[src/rtl/udp_checksum_engine_top_defines.svh]
// assertion macros shared by the checksum engine rtl
`ifndef UDP_CHECKSUM_ENGINE_TOP_DEFINES_SVH
`define UDP_CHECKSUM_ENGINE_TOP_DEFINES_SVH

// clocked check, off while reset is asserted
`define UDPCS_ASSERT(label, prop, msg) \
	label: assert property (@(posedge clk) disable iff (!arst_n) prop) else $error(msg);

// clocked check that also holds during reset
`define UDPCS_ASSERT_ALWAYS(label, prop, msg) \
	label: assert property (@(posedge clk) prop) else $error(msg);

`endif

[src/rtl/udpcs_pkg.sv]
// types, constants and sum helpers of the udp checksum engine
package udpcs_pkg;

	localparam int HEADER_BYTES = 8;
	localparam logic [7:0] PROTO_RESET = 8'd17;
	localparam logic [15:0] COUNT_MAX = 16'hFFFF;

	// header byte positions
	localparam logic [15:0] IDX_SRC_HI = 16'd0;
	localparam logic [15:0] IDX_SRC_LO = 16'd1;
	localparam logic [15:0] IDX_DST_HI = 16'd2;
	localparam logic [15:0] IDX_DST_LO = 16'd3;
	localparam logic [15:0] IDX_LEN_HI = 16'd4;
	localparam logic [15:0] IDX_LEN_LO = 16'd5;
	localparam logic [15:0] IDX_CSUM_HI = 16'd6;

	typedef struct packed {
		logic [7:0]  seg_byte;
		logic        last_byte;
		logic [15:0] addr_sum;
		logic        verify_mode;
	} byte_item_t;

	typedef struct packed {
		logic [15:0] sum;
		logic [7:0]  held;
		logic        odd;
		logic [15:0] len;
		logic [15:0] source_port;
		logic [15:0] dest_port;
		logic        clamped;
		logic        short_len;
		logic        mode;
	} pkt_fin_t;

	// end-around carry fold of a sum of up to eight 16-bit words
	function automatic logic [15:0] fold19(input logic [18:0] s);
		logic [16:0] f1;
		logic [16:0] f2;
		f1 = {1'b0, s[15:0]} + {14'd0, s[18:16]};
		f2 = {1'b0, f1[15:0]} + {16'd0, f1[16]};
		return f2[15:0];
	endfunction

	function automatic logic [15:0] oc_add(input logic [15:0] a, input logic [15:0] b);
		return fold19({3'd0, a} + {3'd0, b});
	endfunction

endpackage

[src/rtl/udpcs_in_if.sv]
// byte channel into the checksum engine
interface udpcs_in_if;
	logic        valid;
	logic        ready;
	logic [7:0]  seg_byte;
	logic        last_byte;
	logic [31:0] src_addr;
	logic [31:0] dst_addr;
	logic        verify_mode;

	modport source (
		output valid, seg_byte, last_byte, src_addr, dst_addr, verify_mode,
		input  ready
	);
	modport sink (
		input  valid, seg_byte, last_byte, src_addr, dst_addr, verify_mode,
		output ready
	);
endinterface

[src/rtl/udpcs_out_if.sv]
// result channel out of the checksum engine
interface udpcs_out_if;
	logic        valid;
	logic        ready;
	logic [15:0] checksum_value;
	logic        checksum_ok;
	logic [15:0] segment_length;
	logic [15:0] source_port;
	logic [15:0] dest_port;
	logic        length_clamped;
	logic        length_short;

	modport source (
		output valid, checksum_value, checksum_ok, segment_length, source_port,
		       dest_port, length_clamped, length_short,
		input  ready
	);
	modport sink (
		input  valid, checksum_value, checksum_ok, segment_length, source_port,
		       dest_port, length_clamped, length_short,
		output ready
	);
endinterface

[src/rtl/udp_checksum_engine_top.sv]
// top level of the udp checksum engine with ipv4 pseudo-header
//
// in_ch carries one segment byte per item with last_byte, the two ipv4
// addresses and verify_mode (addresses and mode are taken on a packet's
// first byte). out_ch carries one result item per packet: the checksum,
// the verify flag, the length used, both ports and the length flags.
// cfg_we / cfg_wdata write protocol_number; write only while idle.
// throughput: one byte item per cycle while in_ch.ready is high, limited by
// the single 16-bit end-around add per byte pair in the accumulator.
// a packet's result passes from its last byte through the input register,
// the packet snapshot and then the final fold into the output register.
// reset clears the pipeline, the packet state and sets protocol_number to
// 17. when the receiver stalls, the result waits in the output register and
// a second one in the snapshot stage; bytes that end no packet keep flowing,
// and in_ch.ready drops only when a last byte finds both places full.
module udp_checksum_engine_top
	import udpcs_pkg::*;
(
	input  logic        clk,
	input  logic        arst_n,
	input  logic        cfg_we,
	input  logic [7:0]  cfg_wdata,
	udpcs_in_if.sink    in_ch,
	udpcs_out_if.source out_ch
);

	`include "udp_checksum_engine_top_defines.svh"

	logic [7:0]  proto_q;
	logic        v_s1, v_s2, out_v_q;
	byte_item_t  item_s1, item_in;
	pkt_fin_t    fin, fin_s2;
	logic        out_free, s2_free, s1_go, s2_load, out_load, in_acc;
	logic [18:0] total;
	logic [15:0] csum;

	assign out_free = !out_v_q || out_ch.ready;
	assign s2_free  = !v_s2 || out_free;
	assign s1_go    = v_s1 && (!item_s1.last_byte || s2_free);
	assign s2_load  = s1_go && item_s1.last_byte;
	assign out_load = v_s2 && out_free;
	assign in_ch.ready = !v_s1 || s1_go;
	assign in_acc   = in_ch.valid && in_ch.ready;

	always_comb begin
		item_in.seg_byte    = in_ch.seg_byte;
		item_in.last_byte   = in_ch.last_byte;
		item_in.verify_mode = in_ch.verify_mode;
		item_in.addr_sum    = fold19({3'd0, in_ch.src_addr[31:16]} + {3'd0, in_ch.src_addr[15:0]}
			+ {3'd0, in_ch.dst_addr[31:16]} + {3'd0, in_ch.dst_addr[15:0]});
	end

	always_ff @(posedge clk or negedge arst_n) begin
		if (!arst_n) begin
			proto_q <= PROTO_RESET;
		end else if (cfg_we) begin
			proto_q <= cfg_wdata;
		end
	end

	always_ff @(posedge clk or negedge arst_n) begin
		if (!arst_n) begin
			v_s1    <= 1'b0;
			v_s2    <= 1'b0;
			out_v_q <= 1'b0;
		end else begin
			if (in_acc) begin
				v_s1 <= 1'b1;
			end else if (s1_go) begin
				v_s1 <= 1'b0;
			end
			if (s2_load) begin
				v_s2 <= 1'b1;
			end else if (out_free) begin
				v_s2 <= 1'b0;
			end
			if (out_load) begin
				out_v_q <= 1'b1;
			end else if (out_ch.ready) begin
				out_v_q <= 1'b0;
			end
		end
	end

	always_ff @(posedge clk) begin
		if (in_acc) begin
			item_s1 <= item_in;
		end
		if (s2_load) begin
			fin_s2 <= fin;
		end
	end

	udpcs_accum u_accum (
		.clk    (clk),
		.arst_n (arst_n),
		.go     (s1_go),
		.item   (item_s1),
		.fin    (fin)
	);

	// pad word, protocol and both length words close the sum
	always_comb begin
		total = {3'd0, fin_s2.sum}
			+ {3'd0, (fin_s2.odd ? {fin_s2.held, 8'd0} : 16'd0)}
			+ {11'd0, proto_q}
			+ {3'd0, fin_s2.len}
			+ {3'd0, fin_s2.len};
		csum = ~fold19(total);
	end

	always_ff @(posedge clk) begin
		if (out_load) begin
			out_ch.checksum_value <= csum;
			out_ch.checksum_ok    <= fin_s2.mode && (csum == 16'd0);
			out_ch.segment_length <= fin_s2.len;
			out_ch.source_port    <= fin_s2.source_port;
			out_ch.dest_port      <= fin_s2.dest_port;
			out_ch.length_clamped <= fin_s2.clamped;
			out_ch.length_short   <= fin_s2.short_len;
		end
	end

	assign out_ch.valid = out_v_q;

	`UDPCS_ASSERT(a_ready_only_when_busy, !in_ch.ready |-> v_s1 && item_s1.last_byte && v_s2,
		"input stalled without a pending last byte and a full snapshot")
	`UDPCS_ASSERT(a_len_floor, out_v_q |-> out_ch.segment_length >= 16'(HEADER_BYTES),
		"segment length below header size")
	`UDPCS_ASSERT(a_ok_means_zero, out_v_q && out_ch.checksum_ok |-> out_ch.checksum_value == 16'd0,
		"checksum_ok with nonzero checksum")
	`UDPCS_ASSERT(a_short_len,
		out_v_q && out_ch.length_short |-> out_ch.segment_length == 16'(HEADER_BYTES),
		"short header length not floored to header size")

endmodule

[src/rtl/udpcs_accum.sv]
// per-packet byte accumulator: running sum, byte count and header fields
module udpcs_accum
	import udpcs_pkg::*;
(
	input  logic       clk,
	input  logic       arst_n,
	input  logic       go,
	input  byte_item_t item,
	output pkt_fin_t   fin
);

	logic [15:0] sum_q, count_q, hl_q, sport_q, dport_q;
	logic [7:0]  held_q;
	logic        mode_q, sat_q;

	logic [15:0] sum_n, count_n, hl_n, sport_n, dport_n;
	logic [7:0]  held_n;
	logic        mode_n, sat_n;

	logic        first, sat, incl;
	logic [7:0]  v;
	logic [15:0] base_sum, len;
	logic        clamped;

	always_comb begin
		first    = (count_q == '0);
		mode_n   = first ? item.verify_mode : mode_q;
		sat      = (count_q == COUNT_MAX);
		// addresses enter on the first byte, when the sum is still zero
		base_sum = first ? item.addr_sum : sum_q;

		priority if (count_q < IDX_LEN_HI) begin
			incl = 1'b1;
		end else if (count_q < IDX_CSUM_HI) begin
			incl = 1'b0;
		end else if (count_q < 16'(HEADER_BYTES)) begin
			incl = mode_n;
		end else begin
			incl = !mode_n || (count_q < hl_q);
		end
		v = incl ? item.seg_byte : 8'd0;

		sum_n   = base_sum;
		count_n = count_q;
		hl_n    = hl_q;
		sport_n = sport_q;
		dport_n = dport_q;
		held_n  = held_q;
		sat_n   = sat_q;

		if (sat) begin
			sat_n = 1'b1;
		end else begin
			unique case (count_q)
				IDX_SRC_HI: sport_n = {item.seg_byte, sport_q[7:0]};
				IDX_SRC_LO: sport_n = {sport_q[15:8], item.seg_byte};
				IDX_DST_HI: dport_n = {item.seg_byte, dport_q[7:0]};
				IDX_DST_LO: dport_n = {dport_q[15:8], item.seg_byte};
				IDX_LEN_HI: hl_n = {item.seg_byte, hl_q[7:0]};
				IDX_LEN_LO: hl_n = {hl_q[15:8], item.seg_byte};
				default: ;
			endcase
			if (count_q[0]) begin
				sum_n = oc_add(base_sum, {held_q, v});
			end else begin
				held_n = v;
			end
			count_n = count_q + 16'd1;
		end

		clamped = sat_n;
		len     = count_n;
		if (mode_n) begin
			len = hl_n;
			if (hl_n > count_n) begin
				len     = count_n;
				clamped = 1'b1;
			end
		end
		if (len < 16'(HEADER_BYTES)) begin
			len = 16'(HEADER_BYTES);
		end

		fin.sum         = sum_n;
		fin.held        = held_n;
		fin.odd         = count_n[0];
		fin.len         = len;
		fin.source_port = sport_n;
		fin.dest_port   = dport_n;
		fin.clamped     = clamped;
		fin.short_len   = mode_n && (hl_n < 16'(HEADER_BYTES));
		fin.mode        = mode_n;
	end

	always_ff @(posedge clk or negedge arst_n) begin
		if (!arst_n) begin
			sum_q   <= '0;
			count_q <= '0;
			hl_q    <= '0;
			sport_q <= '0;
			dport_q <= '0;
			held_q  <= '0;
			mode_q  <= 1'b0;
			sat_q   <= 1'b0;
		end else if (go) begin
			if (item.last_byte) begin
				sum_q   <= '0;
				count_q <= '0;
				hl_q    <= '0;
				sport_q <= '0;
				dport_q <= '0;
				held_q  <= '0;
				mode_q  <= 1'b0;
				sat_q   <= 1'b0;
			end else begin
				sum_q   <= sum_n;
				count_q <= count_n;
				hl_q    <= hl_n;
				sport_q <= sport_n;
				dport_q <= dport_n;
				held_q  <= held_n;
				mode_q  <= mode_n;
				sat_q   <= sat_n;
			end
		end
	end

endmodule
[src/flat_wrapper.sv]
// flat-port wrapper written by rule: the top's interface ports become plain ports
module udp_checksum_engine_top_flat import udpcs_pkg::*;
  (clk, arst_n, cfg_we, cfg_wdata, in_ch_valid, in_ch_seg_byte, in_ch_last_byte, in_ch_src_addr, in_ch_dst_addr, in_ch_verify_mode, in_ch_ready, out_ch_valid, out_ch_checksum_value, out_ch_checksum_ok, out_ch_segment_length, out_ch_source_port, out_ch_dest_port, out_ch_length_clamped, out_ch_length_short, out_ch_ready);
  udpcs_in_if in_ch_i ();
  udpcs_out_if out_ch_i ();
  input  logic clk;
  input  logic arst_n;
  input  logic cfg_we;
  input  logic [7:0] cfg_wdata;
  input wire logic [$bits(in_ch_i.valid)-1:0] in_ch_valid;
  input wire logic [$bits(in_ch_i.seg_byte)-1:0] in_ch_seg_byte;
  input wire logic [$bits(in_ch_i.last_byte)-1:0] in_ch_last_byte;
  input wire logic [$bits(in_ch_i.src_addr)-1:0] in_ch_src_addr;
  input wire logic [$bits(in_ch_i.dst_addr)-1:0] in_ch_dst_addr;
  input wire logic [$bits(in_ch_i.verify_mode)-1:0] in_ch_verify_mode;
  output wire logic [$bits(in_ch_i.ready)-1:0] in_ch_ready;
  output wire logic [$bits(out_ch_i.valid)-1:0] out_ch_valid;
  output wire logic [$bits(out_ch_i.checksum_value)-1:0] out_ch_checksum_value;
  output wire logic [$bits(out_ch_i.checksum_ok)-1:0] out_ch_checksum_ok;
  output wire logic [$bits(out_ch_i.segment_length)-1:0] out_ch_segment_length;
  output wire logic [$bits(out_ch_i.source_port)-1:0] out_ch_source_port;
  output wire logic [$bits(out_ch_i.dest_port)-1:0] out_ch_dest_port;
  output wire logic [$bits(out_ch_i.length_clamped)-1:0] out_ch_length_clamped;
  output wire logic [$bits(out_ch_i.length_short)-1:0] out_ch_length_short;
  input wire logic [$bits(out_ch_i.ready)-1:0] out_ch_ready;
  assign in_ch_i.valid = in_ch_valid;
  assign in_ch_i.seg_byte = in_ch_seg_byte;
  assign in_ch_i.last_byte = in_ch_last_byte;
  assign in_ch_i.src_addr = in_ch_src_addr;
  assign in_ch_i.dst_addr = in_ch_dst_addr;
  assign in_ch_i.verify_mode = in_ch_verify_mode;
  assign in_ch_ready = in_ch_i.ready;
  assign out_ch_valid = out_ch_i.valid;
  assign out_ch_checksum_value = out_ch_i.checksum_value;
  assign out_ch_checksum_ok = out_ch_i.checksum_ok;
  assign out_ch_segment_length = out_ch_i.segment_length;
  assign out_ch_source_port = out_ch_i.source_port;
  assign out_ch_dest_port = out_ch_i.dest_port;
  assign out_ch_length_clamped = out_ch_i.length_clamped;
  assign out_ch_length_short = out_ch_i.length_short;
  assign out_ch_i.ready = out_ch_ready;
  udp_checksum_engine_top u_core (.clk(clk), .arst_n(arst_n), .cfg_we(cfg_we), .cfg_wdata(cfg_wdata), .in_ch(in_ch_i), .out_ch(out_ch_i));
endmodule
[config.mk]
export PLATFORM = sky130hd
export DESIGN_NAME = udp_checksum_engine_top_flat
export DESIGN_NICKNAME = d
export VERILOG_FILES = /design/src/rtl/udpcs_pkg.sv /design/src/rtl/udpcs_in_if.sv /design/src/rtl/udpcs_out_if.sv /design/src/rtl/udp_checksum_engine_top.sv /design/src/rtl/udpcs_accum.sv /design/src/flat_wrapper.sv
export VERILOG_INCLUDE_DIRS = /design/src /design/src/rtl
export SDC_FILE = /design/constraint.sdc
export NUM_CORES = 1
export LEC_CHECK = 0
export BUFFER_PORTS_ARGS = -buffer_cell sky130_fd_sc_hd__buf_2
export CAP_MARGIN = 40
export CORE_MARGIN = 2
export CORE_UTILIZATION = 40
export CTS_BUF_LIST = sky130_fd_sc_hd__clkbuf_8
export DETAILED_ROUTE_END_ITERATION = 12
export SLEW_MARGIN = 20
export SYNTH_ARGS = -nofsm -noshare
export SYNTH_HDL_FRONTEND = slang
export SYNTH_SLANG_ARGS = --single-unit
[constraint.sdc]
create_clock -name clk -period 9 [get_ports clk]
set_clock_uncertainty 0.1 [all_clocks]
set_input_delay 0.9 -clock clk [delete_from_list [all_inputs] [get_ports clk]]
set_output_delay 0.9 -clock clk [all_outputs]
set_load 0.05 [all_outputs]
---- After elaboration in Yosys (flattened, before gate mapping) ----
Cells that the tools add are included.
word-level totals
  flip-flop bits (word level) ............. 270
  latch bits .............................. 0
  memory bits (writable) .................. 0
  ROM bits ................................ 0
  output and inout bits ................... 69
  word-level logic and storage cells ...... 119
  memories kept ........................... 0
operators by class
  $add $sub $neg .......................... 15
  multipliers ............................. 0
  div/mod/pow operators ................... 0
  $lt $le $gt $ge ......................... 7
  equality and inequality tests ........... 6
  shifts and indexed selects .............. 0
  multiplexer cells ....................... 37
  bitwise gates (word level) .............. 1
  reduce and logical (&&, ||, !) cells .... 21
operator list
  operator                 count
  $mux W16                 15
  $pmux W16 S2             3
  $add A19 B16 Y19         4
  $add A16 B16 Y17         3
  $add A16 B1 Y16          3
  $lt A16 B4 Y1 const B    3
  $add A16 B3 Y17          2
  $eq A16 B2 Y1 const B    2
  $eq A16 B3 Y1 const B    2
  $logic_not A16 Y1        2
  $lt A16 B3 Y1 const B    2
  $mux W8                  4
  $add A19 B8 Y19          1
  $add A16 B1 Y17          1
  $add A16 B1 Y16 const B  1
  $eq A16 B1 Y1 const B    1
  $eq A16 B16 Y1 const B   1
  $gt A16 B16 Y1           1
  $lt A16 B16 Y1           1
  $not A16 Y16             1
  $mux W1                  15
  $logic_and A1 B1 Y1      6
  $reduce_bool A2 Y1       3
  $logic_not A1 Y1         5
  $logic_or A1 B1 Y1       5

---- Logic depth before layout (Yosys ltp) ----
  depth after elaboration ................. 14
  depth in mapped cells ................... 43
  gate-level depth less buffers ........... 40

---- Cells and area by module ----
A second synthesis with hierarchy kept.
unflattened totals
  cells, all modules ...................... 1547
  area, all modules ....................... 17136.4 sq um
modules (own cells, without submodules)
  module                   instances  cells each  area an instance (sq um)  seq. area each (sq um)
  udp_checksum_engine_top  1          693         9666.8                    5352.6
  udpcs_accum              1          854         7469.7                    2252.2

---- Least setup slack after synthesis ----
OpenSTA, ideal clock, no wires.
  path type ............................... input to register
  start ................................... input in_ch_src_addr[0]
  end ..................................... register u_core.item_s1[14] (netlist bit) (data pin)
  library setup time ...................... 0.274 ns
  arrival time ............................ 7.909 ns
  required time ........................... 8.626 ns
  setup slack ............................. 0.717 ns
  stages on the path ...................... 38
  path buffers ............................ 0
  cell sequence ........................... ha_1 fa_1 a21o_1 a21oi_1 o21bai_1 a21oi_1 nor2b_1 o21a_1 o31a_1 nor2_1 xor2_1 fa_1 inv_1 ha_1 inv_1 o21bai_1 a21oi_1 o31ai_1 [... 2 more ...] o21bai_1 a21oi_1 xnor2_1 ha_1 inv_1 fa_1 or2_2 nor4_2 and4_1 ha_1 nand3_1 inv_1 nand3_1 or4_1 nor3_1 nor3b_2 a32oi_1 xnor2_1
RTL lines
  item                  line                           text
  from (decl)           flat_wrapper.sv:13             input wire logic [$bits(in_ch_i.src_addr)-1:0] in_ch_src_addr;
  to (signal assigned)  udp_checksum_engine_top.sv:87  item_s1 <= item_in;
  to (decl)             udp_checksum_engine_top.sv:31  byte_item_t item_s1, item_in;

==> out/metrics.yaml <==
timing:
  maxSlewViolCount: 0
  period_needed_ns: 8.55
  max_freq_ghz: 0.117
  worstMarginPinSlew_ns: 0.803
  period_share: 0.950
  slew_headroom: 0.460
  setup_violations: 0
  holdWs_ns: 0.225
  setup_tns_ns: 0
  hold_violations: 0
placed_design:
  port_buffers: 155
  hpwl_mm: 34.8
  gp_congestion: 0.895
final_layout:
  fill_cells: 4092
  utilization: 0.461
  finalNetCount: 2119
  n_antenna_cell: 0
  final_common_cell: "edfxtp_1"
  layout_common_cells: "edfxtp_1 (169), inv_1 (163), buf_2 (154), ha_1 (130), nor2_1 (100)"
  syn_to_final_growth_pct: 13.7
  layout-drive-gt1-share: 0.169
logic_synthesis:
  netlist_area_mm2: 0.0180
  synth-simple-area-share: 0.138
  synth-adder-area-share: 0.124
  yosys.area.top_type_share: 0.283
  synth_largest_area_cell: "edfxtp_1"
  synth-async-reset-ratio: 0.374
  synth_edf_count: 169
  yosysUniqueCellTypes: 102
  synth_warnings: 0
  synth.area.top_cells: "edfxtp_1 (28%), dfrtp_1 (14%), ha_1 (9.1%)"
  synth_compound_area_frac: 0.186
  synth_mux_area_frac: 0.0262
  yosysSeqAreaShare: 0.424
  syn_nets: 1959
  avgSynthCellArea_um2: 10.5
  syn_inst: 1712
  ys.flop_type: "edfxtp_1"
  synth_xor_area_frac: 0.0576
  synth-seq-cells: 270
  synth_top_family_by_area: "compound AO/OA/AOI/OAI gates"
grt:
  antenna_found_initial: 2
  grt_pass1_wl_mm: 72.5
  grt_max_degree: 68
  grt_pass1_vias: 13700
  grt_overflow_total: 0
  track_usage: 0.194
cts:
  clockRootBuffer: "clkbuf_8"
  clk-insertion-delay-late_ns: 0.58
  post_cts_buffers: 0
  htree_levels: 2
  cts_made_buffers: 44
  clock_path_buffers: 3
  clk_pin_slew_ns: 0.06
  cts.sinks: 270
  cts_tree: "yes"
worst_setup_path:
  arrival_ns: 8.75
  critPathMaxFanout: 14
  path_buf_inv: 2
  crit_type: "flop to flop"
  cp_common_cell: "nor2_1"
  slowest_stage: "dfrtp_1"
  slowest_delay_ns: 0.48
  startpoint_type: "flop"
  crit_path_end_kind: "flop"
  cp.required_ns: 9.20
  critical-path-top-delay-family: "simple AND/OR/NAND/NOR gates"
pwr:
  power_uw: 6090
  vdd_drop_max_mv: 0.197
  p_leak_uw: 0.00880
  p_per_area_mw_per_mm2: 298
floorplanning:
  coreArea_mm2: 0.0442
  fp-row-count: 77
  dieWidth_um: 216
  dieArea_mm2: 0.0466
  initial_core_util: 0.406
  die_h_um: 216
  ios: 156
routing:
  drtIter0Drc: 935
  viasPerCell: 5.54
  postRouteAntennaNets: 0
  num_vias: 13800
  drtPass1Iterations: 5
  drt-total-wl_mm: 45.6
  routedWlPerCell_um: 18.2
  drc_errors: 0
run:
  cap_violations: 0
outcome:
  status: "complete, no violations"
worst_hold_path:
  hp-class: "input port to async pin"
## cells in the mapped netlist, types with 6 or more instances
| library cell | number |
|---|---|
| or4_1 | 6 |
| o21a_1 | 15 |
| nand2b_1 | 32 |
| dfrtp_1 | 99 |
| and4_1 | 6 |
| fa_1 | 30 |
| a211o_1 | 13 |
| o22ai_1 | 12 |
| a21oi_1 | 71 |
| nand2_1 | 97 |
| a21o_1 | 33 |
| nor3_1 | 38 |
| o21bai_1 | 13 |
| nand3_1 | 46 |
| buf_2 | 8 |
| ha_1 | 130 |
| o211ai_1 | 6 |
| xnor2_1 | 65 |
| edfxtp_1 | 169 |
| and3_1 | 15 |
| nor2_1 | 102 |
| inv_1 | 144 |
| mux2_2 | 24 |
| o41ai_1 | 10 |
| mux2i_1 | 20 |
| or2_2 | 7 |
| nand4_1 | 26 |
| o21ai_0 | 59 |
| a22oi_1 | 10 |
| xor2_1 | 46 |
| nor4_1 | 10 |
| a211oi_1 | 15 |
| nor2b_1 | 13 |
| o21ai_1 | 9 |
| clkbuf_1 | 54 |
| o31ai_1 | 17 |
| a22o_1 | 86 |
| and2_1 | 31 |
| nor3b_1 | 6 |
## state kept, by name, summed over array words and instances (netlist names), 16 cells and up
| signal | count |
|---|---|
| u_core.out_ch.segment_length | 16 |
| u_core.u_accum.count_q | 16 |
| u_core.item_s1 | 26 |
| u_core.out_ch.source_port | 16 |
| u_core.out_ch.dest_port | 16 |
| u_core.u_accum.hl_q | 16 |
| u_core.u_accum.dport_q | 16 |
| u_core.u_accum.sum_q | 16 |
| u_core.u_accum.sport_q | 16 |
| u_core.fin_s2 | 76 |
| u_core.out_ch.checksum_value | 16 |
## final timing paths
check	start	endpoint	slack, ns	cells past startpoint
hold / removal	arst_n	u_core.proto_q[7]$_DFFE_PN0P_	0.23	1
setup reg to reg	u_core.u_accum.count_q[0]$_DFFE_PN0P_	u_core.fin_s2[70]$_DFFE_PP_	0.45	38
hold reg to reg	u_core.fin_s2[5]$_DFFE_PP_	u_core.out_ch.dest_port[2]$_DFFE_PP_	0.31	0
max in group asynchronous	arst_n	u_core.u_accum.sport_q[6]$_DFFE_PN0P_	7.61	3
min in group clk	u_core.fin_s2[5]$_DFFE_PP_	u_core.out_ch.dest_port[2]$_DFFE_PP_	0.31	0
setup / recovery	u_core.u_accum.count_q[0]$_DFFE_PN0P_	u_core.fin_s2[70]$_DFFE_PP_	0.45	38
## per-stage QoR
step                instance area (µm²)  std cells  worst slack (ns)
floorplan                         18000       1712             0.717
finish                            20400       2499             0.452
CTS                               20300       2495             0.422
detailed placement                19400       2414            -0.153
global route                      20400       2499           -0.0224
global placement                  19400       2411             0.114
## cell families after synthesis
logic type	after synthesis
and+or+nand+nor	467
adders and majority gates	160
xor gates and xnor gates	114
DFF	270
muxes	44
AOI/OAI and AO/OA	445
buffers and inverters	212
## power by group
group | leakage [µW] | total (µW) | internal, µW | switching (µW)
clock | 0.000514 | 1040 | 559 | 483
combinational | 0.00532 | 3360 | 1250 | 2100
sequential | 0.00296 | 1690 | 1600 | 92.4
## per-layer routing
layer / global-route usage / wire length (µm)
met5: 0 / 13
met3: 0.0278 / 2560
met4: 0.0605 / 1240
met2: 0.328 / 22000
met1: 0.256 / 19700
## what timing repair did
item,4_1_cts,5_1_grt
hold buffers,0,0
setup endpoints to repair,0,3
resized for setup,0,5
## area by class of cell
type / count / area, µm² / share of cell area
multi-input cells: 1230 / 9590 / 0.470
repair buffers: 181 / 1060 / 0.0517
clock inverters: 32 / 194 / 0.00950
clock buffers: 49 / 674 / 0.0330
flip-flops and latches: 270 / 7600 / 0.373
well taps: 592 / 741 / 0.0363
inverters: 145 / 544 / 0.0267
(Power assumes the default switching activity.)
